[config.mk]
export PLATFORM = sky130hd
export DESIGN_NAME = shelf_rectangle_packer
export DESIGN_NICKNAME = d
export VERILOG_FILES = /design/src/rtl/srp_pkg.sv /design/src/rtl/srp_front.sv /design/src/rtl/srp_queue.sv /design/src/rtl/srp_back.sv /design/src/rtl/shelf_rectangle_packer.sv
export SDC_FILE = /design/constraint.sdc
export NUM_CORES = 1
export LEC_CHECK = 0
export BUFFER_PORTS_ARGS = -buffer_cell sky130_fd_sc_hd__buf_2
export CAP_MARGIN = 10
export CORE_ASPECT_RATIO = 1.75
export CORE_MARGIN = 4
export CORE_UTILIZATION = 65
export DETAILED_ROUTE_END_ITERATION = 10
export PLACE_DENSITY_LB_ADDON = 0.2
export SLEW_MARGIN = 20
export SYNTH_ARGS = -nofsm -noshare
export SYNTH_HDL_FRONTEND = slang
export SYNTH_SLANG_ARGS = --single-unit
[constraint.sdc]
create_clock -name clk -period 26.2 [get_ports clk]
set_input_delay 1.31 -clock clk [delete_from_list [all_inputs] [get_ports clk]]
set_output_delay 1.31 -clock clk [all_outputs]
set_load 0.01 [all_outputs]
[src/rtl/srp_pkg.sv]
// shared types, constants and helpers for the shelf rectangle packer
// no dependencies; used by every rtl file of the block
package srp_pkg;

  // geometry constants
  localparam int unsigned PAD         = 1;
  localparam int unsigned PAGE_MIN    = 256;
  localparam int unsigned PAGE_MAX    = 2048;
  localparam int unsigned PAGE_RESET  = 2048;

  // field widths
  localparam int unsigned SIDE_W  = 12;
  localparam int unsigned RECT_W  = 13;
  localparam int unsigned PADW_W  = 14;
  localparam int unsigned SUM_W   = 15;
  localparam int unsigned POS_W   = 11;
  localparam int unsigned PGNUM_W = 2;

  // default parameter values
  localparam int unsigned PAGE_LIMIT_DEF  = 4;
  localparam int unsigned QUEUE_DEPTH_DEF = 4;

  // result status codes
  typedef enum logic [1:0] {
    STAT_PLACED  = 2'd0,
    STAT_TOO_BIG = 2'd1,
    STAT_NO_PAGE = 2'd2
  } status_t;

  // classified item handed from front to back
  typedef struct packed {
    logic [RECT_W-1:0] h;
    logic [PADW_W-1:0] w_pad;
    logic [PADW_W-1:0] h_pad;
    logic              too_big;
    logic              new_batch;
  } item_t;

  // clamp the programmed page size into the legal range
  function automatic logic [SIDE_W-1:0] clamp_side(input logic [SIDE_W-1:0] raw);
    logic [SIDE_W-1:0] res;
    if (raw < SIDE_W'(PAGE_MIN)) begin
      res = SIDE_W'(PAGE_MIN);
    end else if (raw > SIDE_W'(PAGE_MAX)) begin
      res = SIDE_W'(PAGE_MAX);
    end else begin
      res = raw;
    end
    return res;
  endfunction

endpackage

[src/rtl/srp_front.sv]
// front end: accepts rectangles, adds padding and flags ones too big for a page
// depends on srp_pkg
module srp_front (
  input  logic                        in_valid,
  output logic                        in_stall,
  input  logic [srp_pkg::RECT_W-1:0]  in_rect_width,
  input  logic [srp_pkg::RECT_W-1:0]  in_rect_height,
  input  logic                        in_new_batch,
  input  logic [srp_pkg::SIDE_W-1:0]  side,
  input  logic                        q_full,
  output logic                        q_push,
  output srp_pkg::item_t              q_item
);

  logic [srp_pkg::PADW_W-1:0] w_pad;
  logic [srp_pkg::PADW_W-1:0] h_pad;

  // padded extents
  assign w_pad = srp_pkg::PADW_W'(in_rect_width)  + srp_pkg::PADW_W'(srp_pkg::PAD);
  assign h_pad = srp_pkg::PADW_W'(in_rect_height) + srp_pkg::PADW_W'(srp_pkg::PAD);

  // classify and hand to the queue
  always_comb begin
    q_item.h         = in_rect_height;
    q_item.w_pad     = w_pad;
    q_item.h_pad     = h_pad;
    q_item.too_big   = (w_pad > srp_pkg::PADW_W'(side)) || (h_pad > srp_pkg::PADW_W'(side));
    q_item.new_batch = in_new_batch;
  end

  // transfer handshake
  assign in_stall = q_full;
  assign q_push   = in_valid && !q_full;

endmodule

[src/rtl/srp_queue.sv]
// small fifo of classified items between front and back
// depends on srp_pkg
module srp_queue #(
  parameter int unsigned DEPTH = srp_pkg::QUEUE_DEPTH_DEF
) (
  input  logic           clk,
  input  logic           rst_n,
  input  logic           push,
  input  srp_pkg::item_t push_item,
  input  logic           pop,
  output srp_pkg::item_t head_item,
  output logic           empty,
  output logic           full
);

  localparam int unsigned PTR_W = (DEPTH > 1) ? $clog2(DEPTH) : 1;
  localparam int unsigned CNT_W = $clog2(DEPTH + 1);

  srp_pkg::item_t    slot_r [DEPTH];
  logic [PTR_W-1:0]  wr_ptr_r, wr_ptr_nxt;
  logic [PTR_W-1:0]  rd_ptr_r, rd_ptr_nxt;
  logic [CNT_W-1:0]  count_r, count_nxt;

  assign empty     = (count_r == '0);
  assign full      = (count_r == CNT_W'(DEPTH));
  assign head_item = slot_r[rd_ptr_r];

  // pointer and fill count update
  always_comb begin
    wr_ptr_nxt = wr_ptr_r;
    rd_ptr_nxt = rd_ptr_r;
    count_nxt  = count_r;
    if (push) begin
      wr_ptr_nxt = (wr_ptr_r == PTR_W'(DEPTH - 1)) ? '0 : wr_ptr_r + 1'b1;
    end
    if (pop) begin
      rd_ptr_nxt = (rd_ptr_r == PTR_W'(DEPTH - 1)) ? '0 : rd_ptr_r + 1'b1;
    end
    if (push && !pop) begin
      count_nxt = count_r + 1'b1;
    end else if (pop && !push) begin
      count_nxt = count_r - 1'b1;
    end
  end

  // control registers
  always_ff @(posedge clk) begin
    if (!rst_n) begin
      wr_ptr_r <= '0;
      rd_ptr_r <= '0;
      count_r  <= '0;
    end else begin
      wr_ptr_r <= wr_ptr_nxt;
      rd_ptr_r <= rd_ptr_nxt;
      count_r  <= count_nxt;
    end
  end

  // storage
  always_ff @(posedge clk) begin
    if (push) begin
      slot_r[wr_ptr_r] <= push_item;
    end
  end

endmodule

[src/rtl/srp_back.sv]
// back end: shelf placement state, page advance and the result register
// depends on srp_pkg
module srp_back #(
  parameter int unsigned PAGE_LIMIT = srp_pkg::PAGE_LIMIT_DEF
) (
  input  logic                         clk,
  input  logic                         rst_n,
  input  logic [srp_pkg::SIDE_W-1:0]   side,
  input  srp_pkg::item_t               head_item,
  input  logic                         q_empty,
  output logic                         q_pop,
  output logic                         out_valid,
  input  logic                         out_stall,
  output logic [1:0]                   out_status,
  output logic [srp_pkg::PGNUM_W-1:0]  out_page_number,
  output logic [srp_pkg::POS_W-1:0]    out_pos_x,
  output logic [srp_pkg::POS_W-1:0]    out_pos_y
);

  localparam int unsigned PG_W = (PAGE_LIMIT > 1) ? $clog2(PAGE_LIMIT) : 1;
  localparam int unsigned SW   = srp_pkg::SUM_W;

  // placement state
  logic [PG_W-1:0]            page_r, page_nxt;
  logic [srp_pkg::SIDE_W-1:0] top_r, top_nxt;
  logic [srp_pkg::RECT_W-1:0] tall_r, tall_nxt;
  logic [srp_pkg::RECT_W-1:0] col_r, col_nxt;
  logic                       exh_r, exh_nxt;

  // result register
  logic                       out_valid_r, out_valid_nxt;
  srp_pkg::status_t           status_r, status_nxt;
  logic [PG_W-1:0]            rpage_r, rpage_nxt;
  logic [srp_pkg::POS_W-1:0]  x_r, x_nxt;
  logic [srp_pkg::POS_W-1:0]  y_r, y_nxt;

  // working values
  logic [PG_W-1:0]            b_page;
  logic [SW-1:0]              b_top, b_tall, b_col;
  logic                       b_exh;
  logic                       across;
  logic [SW-1:0]              top2, col2, tall2, hext;
  logic                       down_ok, place_here, last_page;
  logic [PG_W+1:0]            rpage_ext;

  assign q_pop = !q_empty && (!out_valid_r || !out_stall);

  // placement decision for the item at the queue head
  always_comb begin
    b_page = head_item.new_batch ? '0 : page_r;
    b_top  = head_item.new_batch ? '0 : SW'(top_r);
    b_tall = head_item.new_batch ? '0 : SW'(tall_r);
    b_col  = head_item.new_batch ? '0 : SW'(col_r);
    b_exh  = head_item.new_batch ? 1'b0 : exh_r;
    hext   = SW'(head_item.h);

    across = (b_col + SW'(head_item.w_pad)) > SW'(side);
    top2   = across ? (b_top + b_tall + SW'(srp_pkg::PAD)) : b_top;
    col2   = across ? '0 : b_col;
    tall2  = across ? '0 : b_tall;

    down_ok    = (top2 + SW'(head_item.h_pad)) <= SW'(side);
    place_here = !head_item.too_big && down_ok;
    last_page  = (b_page == PG_W'(PAGE_LIMIT - 1));

    page_nxt   = page_r;
    top_nxt    = top_r;
    tall_nxt   = tall_r;
    col_nxt    = col_r;
    exh_nxt    = exh_r;
    status_nxt = status_r;
    rpage_nxt  = rpage_r;
    x_nxt      = x_r;
    y_nxt      = y_r;

    if (q_pop) begin
      page_nxt   = b_page;
      top_nxt    = b_top[srp_pkg::SIDE_W-1:0];
      tall_nxt   = b_tall[srp_pkg::RECT_W-1:0];
      col_nxt    = b_col[srp_pkg::RECT_W-1:0];
      exh_nxt    = b_exh;
      status_nxt = srp_pkg::STAT_NO_PAGE;
      rpage_nxt  = '0;
      x_nxt      = '0;
      y_nxt      = '0;
      if (b_exh) begin
        status_nxt = srp_pkg::STAT_NO_PAGE;
      end else if (place_here) begin
        status_nxt = srp_pkg::STAT_PLACED;
        rpage_nxt  = b_page;
        x_nxt      = col2[srp_pkg::POS_W-1:0];
        y_nxt      = top2[srp_pkg::POS_W-1:0];
        col_nxt    = srp_pkg::RECT_W'(col2 + SW'(head_item.w_pad));
        top_nxt    = top2[srp_pkg::SIDE_W-1:0];
        tall_nxt   = (hext > tall2) ? head_item.h : tall2[srp_pkg::RECT_W-1:0];
      end else if (last_page) begin
        exh_nxt    = 1'b1;
        status_nxt = srp_pkg::STAT_NO_PAGE;
      end else begin
        // fresh page; an item that passed the size check always lands at its corner
        page_nxt = b_page + 1'b1;
        top_nxt  = '0;
        if (head_item.too_big) begin
          status_nxt = srp_pkg::STAT_TOO_BIG;
          tall_nxt   = '0;
          col_nxt    = '0;
        end else begin
          status_nxt = srp_pkg::STAT_PLACED;
          rpage_nxt  = b_page + 1'b1;
          tall_nxt   = head_item.h;
          col_nxt    = srp_pkg::RECT_W'(head_item.w_pad);
        end
      end
    end
  end

  // output valid tracking
  always_comb begin
    out_valid_nxt = out_valid_r;
    if (q_pop) begin
      out_valid_nxt = 1'b1;
    end else if (!out_stall) begin
      out_valid_nxt = 1'b0;
    end
  end

  // control state
  always_ff @(posedge clk) begin
    if (!rst_n) begin
      page_r      <= '0;
      top_r       <= '0;
      tall_r      <= '0;
      col_r       <= '0;
      exh_r       <= 1'b0;
      out_valid_r <= 1'b0;
    end else begin
      page_r      <= page_nxt;
      top_r       <= top_nxt;
      tall_r      <= tall_nxt;
      col_r       <= col_nxt;
      exh_r       <= exh_nxt;
      out_valid_r <= out_valid_nxt;
    end
  end

  // result payload
  always_ff @(posedge clk) begin
    status_r <= status_nxt;
    rpage_r  <= rpage_nxt;
    x_r      <= x_nxt;
    y_r      <= y_nxt;
  end

  assign rpage_ext       = {2'b00, rpage_r};
  assign out_valid       = out_valid_r;
  assign out_status      = status_r;
  assign out_page_number = rpage_ext[srp_pkg::PGNUM_W-1:0];
  assign out_pos_x       = x_r;
  assign out_pos_y       = y_r;

endmodule

[src/rtl/shelf_rectangle_packer.sv]
// a taken rectangle is written into the queue; its result is then registered in the back end's result register
// the back end takes one rectangle per cycle from the queue unless the output stalls; placement is combinational
// a queue (four entries by default) lets the input keep taking rectangles while a result waits
// reset (synchronous, rst_n low): empty queue, empty first page, page size 2048
// top level of the shelf rectangle packer; depends on srp_pkg, srp_front, srp_queue, srp_back
module shelf_rectangle_packer #(
  parameter int unsigned PAGE_LIMIT  = srp_pkg::PAGE_LIMIT_DEF,
  parameter int unsigned QUEUE_DEPTH = srp_pkg::QUEUE_DEPTH_DEF
) (
  input  logic                         clk,
  input  logic                         rst_n,
  input  logic                         cfg_valid,
  output logic                         cfg_ready,
  input  logic [srp_pkg::SIDE_W-1:0]   cfg_page_size,
  input  logic                         in_valid,
  output logic                         in_stall,
  input  logic [srp_pkg::RECT_W-1:0]   in_rect_width,
  input  logic [srp_pkg::RECT_W-1:0]   in_rect_height,
  input  logic                         in_new_batch,
  output logic                         out_valid,
  input  logic                         out_stall,
  output logic [1:0]                   out_status,
  output logic [srp_pkg::PGNUM_W-1:0]  out_page_number,
  output logic [srp_pkg::POS_W-1:0]    out_pos_x,
  output logic [srp_pkg::POS_W-1:0]    out_pos_y
);

  logic [srp_pkg::SIDE_W-1:0] page_size_r;
  logic [srp_pkg::SIDE_W-1:0] side;
  logic                       q_push, q_pop, q_empty, q_full;
  srp_pkg::item_t             q_in_item, q_head_item;

  // page size register
  assign cfg_ready = 1'b1;
  always_ff @(posedge clk) begin
    if (!rst_n) begin
      page_size_r <= srp_pkg::SIDE_W'(srp_pkg::PAGE_RESET);
    end else if (cfg_valid && cfg_ready) begin
      page_size_r <= cfg_page_size;
    end
  end

  assign side = srp_pkg::clamp_side(page_size_r);

  srp_front u_front (
    .in_valid       (in_valid),
    .in_stall       (in_stall),
    .in_rect_width  (in_rect_width),
    .in_rect_height (in_rect_height),
    .in_new_batch   (in_new_batch),
    .side           (side),
    .q_full         (q_full),
    .q_push         (q_push),
    .q_item         (q_in_item)
  );

  srp_queue #(
    .DEPTH (QUEUE_DEPTH)
  ) u_queue (
    .clk       (clk),
    .rst_n     (rst_n),
    .push      (q_push),
    .push_item (q_in_item),
    .pop       (q_pop),
    .head_item (q_head_item),
    .empty     (q_empty),
    .full      (q_full)
  );

  srp_back #(
    .PAGE_LIMIT (PAGE_LIMIT)
  ) u_back (
    .clk             (clk),
    .rst_n           (rst_n),
    .side            (side),
    .head_item       (q_head_item),
    .q_empty         (q_empty),
    .q_pop           (q_pop),
    .out_valid       (out_valid),
    .out_stall       (out_stall),
    .out_status      (out_status),
    .out_page_number (out_page_number),
    .out_pos_x       (out_pos_x),
    .out_pos_y       (out_pos_y)
  );

endmodule

# After elaboration in Yosys (flattened, before gate mapping)
# Memory sizes are Yosys's and may differ from the RTL's. A register that Yosys moved wholly into a read port is not among the register bits.
# Index checks and enable logic that the tools add are counted.
# totals
reg_bits	87
ramBits	172
input_bits	44
n_memories	1
# op_classes
add_sub_neg	12
magnitude_cmp	7
eq_ne	5
muxes	44
bitwise	1
reduce_logical	18
# mem_list
memory	words	word_bits	read_ports	rd_ports_with_merged_regs	write_ports	line_no	source
u_queue.slot_r	4	43	1	1	1	srp_queue.sv:19	srp_pkg::item_t slot_r [DEPTH];
# op_table
operator	count
2-to-1 mux 13 bit	12
2-to-1 mux 12 bit	6
2-to-1 mux 15 bit	2
adder 13 x 1 -> 14 bit (second input constant)	2
> comparator 14 x 12 -> 1 bit	2
2-to-1 mux 2 bit	13
adder 13 x 14 -> 15 bit	1
adder 15 x 1 -> 15 bit (second input constant)	1
adder 15 x 14 -> 15 bit	1
adder 15 bit	1
> comparator 13 x 15 -> 1 bit	1
> comparator 15 x 12 -> 1 bit	1
<= comparator 15 x 12 -> 1 bit	1
adder 13 bit	1
> comparator 12 bit (second input constant)	1
< comparator 12 x 9 -> 1 bit (second input constant)	1
2-to-1 mux 1 bit	9
zero test 1 bit	7
adder 2 x 1 -> 2 bit (second input constant)	3
equality test 2 bit (second input constant)	3
2-to-1 mux 3 bit	2
logical AND 1 bit	5
adder 3 x 1 -> 3 bit (second input constant)	1
equality test 3 bit (second input constant)	1
8 further kinds	9

# Depth between registers and ports, before layout
# depth
depth_word	10
ltp_mapped	46
ltp_nobuf	41

# Cells and area by module
# A second synthesis with hierarchy kept.
# unflattened
cells_unflattened	1244
area_unflattened_um2	15092.0
# by_module_without_submodules
mod	n_inst	cells_per_inst	area_each_um2	seq_area_each_um2
srp_queue	1	269	6717.7	5345.1
srp_back	1	761	6631.4	1621.6
srp_front	1	159	1172.4	0.0
shelf_rectangle_packer	1	55	570.5	240.2

# Worst setup path after synthesis
# OpenSTA, ideal clock, no wires.
# synth_path
path_kind	register to register
from	register (tool-made name)
to	register u_back.top_r[10] in the netlist's numbering
arrival_ps	9296
required_time_ps	26083
slack_ps	16787
stages_incl_launch_ff	39
path_buffers	5
path_cell_list	dfxtp_1 buf_6 buf_1 buf_1 mux4_2 ha_1 a21oi_1 or4b_1 o211ai_1 o41ai_2 o21bai_1 o21a_1 nor2_1 xnor2_1 ha_1 and4_1 nand4_1 a211oi_1 [3 not listed] fa_1 a21oi_1 o211ai_1 o41ai_2 o21ai_0 a21oi_1 xnor2_1 ha_1 and3_1 a22o_1 o41ai_1 or4b_1 or2_2 clkbuf_1 a31oi_1 o32ai_2 buf_2 a22o_1
# synth_rtl
element	line_no	source
end signal, assigned	srp_back.sv:138	top_r <= top_nxt;
end, declared	srp_back.sv:25	logic [srp_pkg::SIDE_W-1:0] top_r, top_nxt;

==> metrics.yaml <==
status: "finished, final reports clean"
rsz0062_at_grt: "no"
cts_setup_buffers: 0
grt_max_degree: 46
clkLatencyLatePin_ns: 0.53
crit_path_frequent_cell: "buf_4"
path_clk_slew_ns: 0.07
grt_pass1_wl_um: 54300
maxClockFrequency_mhz: 94.1
synth_seq_cells: 261
cp.arrival_ns: 11.09
cts_tree: "done"
drt_iter0_drc: 870
startpoint_type: "flip-flop"
ioPinCount: 73
synth_top_family_by_area: "simple AND/OR/NAND/NOR gates"
n_fill_cell: 1545
finalCritPeriodShare_pct: 40.5
max_cap_violations: 0
crit_type: "flip-flop to flip-flop"
htree_levels: 1
synth_compound_area_share_pct: 11.7
regToRegSetupSlack_ns: 15.58
relSlewSlack_pct: 27.8
final_cell_mix: "edfxtp_1, ha_1, nor2_1"
layout.nets: 1465
dp.final_hpwl_um: 25100
hold_buffers: 0
viasPerCell: 6.31
crit_slowest_cell: "o32ai_2"
ys_seq_area_share_pct: 49.4
post_synth_mux_area_share_pct: 8.87
drive_above_1_share_pct: 15.0
diodes: 0
syn_inst: 1231
dpl_cell_area_um2: 15200
syn_area_um2: 14600
syn_area_per_cell_um2: 11.8
cts_sinks: 261
cp-end-kind: "flip-flop"
max-clock-path-buffers: 3
p_per_area_nw_per_um2: 99.9
pre_cts_ws_ns: 15.74
io_buffer_count: 71
routabilityCongestion: 0.914
cts_buffers: 23
cp_max_fo: 45
hold_viol: 0
synth_flop_cell: "edfxtp_1"
core_um2: 22100
finClkSkew_ns: 0.0211
finalCriticalPeriod_ns: 10.62
area_growth_pct: 9.22
synthArstFlopShare_pct: 0
synth_edf_count: 198
die_h_um: 206
grt-ovfl-total: 0
grt.total_usage_pct: 28.3
worstMarginPinSlew_ns: 1.08
final_common_cell: "edfxtp_1"
die_w_um: 121
slowest_delay_ns: 0.76
rows: 72
irDropWorstVdd_v: 0.0000873
vias: 10136
setup_tns_ns: 0
start_util_pct: 66.1
ant_nets: 0
cts-root-buf: "clkbuf_16"
setup_ws_ns: 15.58
required_ns: 26.67
grt_pass1_vias: 10117
synth_nets: 1402
hp-class: "flip-flop to flip-flop"
synth_cell_type_count: 76
regArea_um2: 7210
drc: 0
final_area_um2: 15900
wirelength_um: 34600
cellLeakagePower_nw: 6.06
synthSimpleGateAreaFrac_pct: 12.1
drtPass1Iterations: 5
post_drt_wl_per_cell_um: 21.6
slew_viol_final: 0
synth-warning-count: 0
synth_fa_ha_area_share_pct: 11.2
die_area_um2: 25000
postCtsResizedCells: 0
antenna_found_initial: 0
finalSetupViolCount: 0
multi_input_area_um2: 6990
synth_xor_area_share_pct: 3.96
-- state kept, by name, indices dropped and copies added, names as in the netlist, named ones only --
name	cells
u_back.tall_r	13
u_back.col_r	13
u_back.out_pos_y	11
u_back.page_r	2
u_queue.count_r	3
u_back.out_page_number	2
u_back.out_pos_x	11
u_queue.slot_r	172
u_back.out_valid	1
u_queue.wr_ptr_r	2
u_back.exh_r	1
u_queue.rd_ptr_r	2
u_back.out_status	2
page_size_r	12
u_back.top_r	12
-- Yosys cell counts (11+ instances only) --
cell	number	area, µm²
a21o_1	13	97.6
a21oi_1	58	290
a22o_1	12	105
a22oi_1	14	105
and3_1	11	68.8
clkbuf_1	28	105
dfxtp_1	63	1260
edfxtp_1	198	5950
ha_1	122	1530
inv_1	48	180
mux2_2	11	124
mux2i_1	19	190
mux4_2	40	901
nand2_1	95	357
nand3_1	29	145
nand4_1	11	68.8
nor2_1	99	372
nor2b_1	49	307
nor3_1	19	95.1
o211ai_1	13	97.6
o21a_1	13	97.6
o21ai_0	41	205
o2bb2ai_1	17	149
xnor2_1	42	368
xor2_1	24	210
-- power by group --
part / internal [W] / switching, W
clock: 0.000183 / 0.000144
sequential: 0.000514 / 0.0000258
combinational: 0.000292 / 0.000431
total: 0.000989 / 0.000602
-- final cells by class --
| type | count | area share (%) |
|---|---|---|
| Sequential cell | 261 | 45.3 |
| Multi-Input combinational cell | 875 | 43.9 |
| Clock buffer | 33 | 4.06 |
| Timing Repair Buffer | 84 | 2.84 |
| Tap cell | 296 | 2.33 |
| Inverter | 49 | 1.15 |
| Clock inverter | 8 | 0.471 |
-- kinds of logic after synthesis --
family                   Yosys count
multiplexers                      73
flip-flops                       261
AO/OA/AOI/OAI                    246
other                              1
XOR/XNOR                          66
buffers and inverters             95
AND/OR/NAND/NOR                  362
adder cells (fa/ha/maj)          127
-- metal layers --
layer | global-route usage, % | wire (µm) | vias to the layer above
li1 | - | - | 4756
met3 | 3.29 | 1890 | 83
met4 | 11.6 | 1310 | 0
met1 | 35.0 | 13500 | 4932
met2 | 50.2 | 18000 | 365
met5 | 0 | 0 | -
-- through the flow --
step | std cells | hold WS, ns | util (%) | power, W
6_report | 1606 | 0.456 | 72.2 | 0.00159
5_1_grt | 1606 | 0.474 | 72.2 | 0.00169
4_1_cts | 1606 | 0.455 | 72.2 | 0.00159
3_5_place_dp | 1565 | 0.439 | 68.9 | 0.00126
3_3_place_gp | 1565 | 0.436 | 68.9 | 0.00125
2_1_floorplan | 1231 | 0.425 | - | 0.00107
-- worst max-delay path, delay by kind of cell (launching register included) --
kind | cells | cell delay (ns)
flops | 1 | 0.32
fa+ha+maj | 4 | 1.23
mux | 2 | 0.82
compound gates | 18 | 4.48
simple gates | 10 | 1.98
buf+inv | 5 | 1.42
xor+xnor | 2 | 0.22
-- path summary, 6_finish.rpt --
| kind | start | to | depth (start not counted) |
|---|---|---|---|
| max | flip-flop | u_back.top_r[6] | 41 |
| min | u_back.page_r[0] | u_back.page_r[0] | 2 |
| max reg2reg | flip-flop | u_back.top_r[6] | 41 |
| min reg2reg | u_back.page_r[0] | u_back.page_r[0] | 2 |
(Power assumes the default switching activity.)
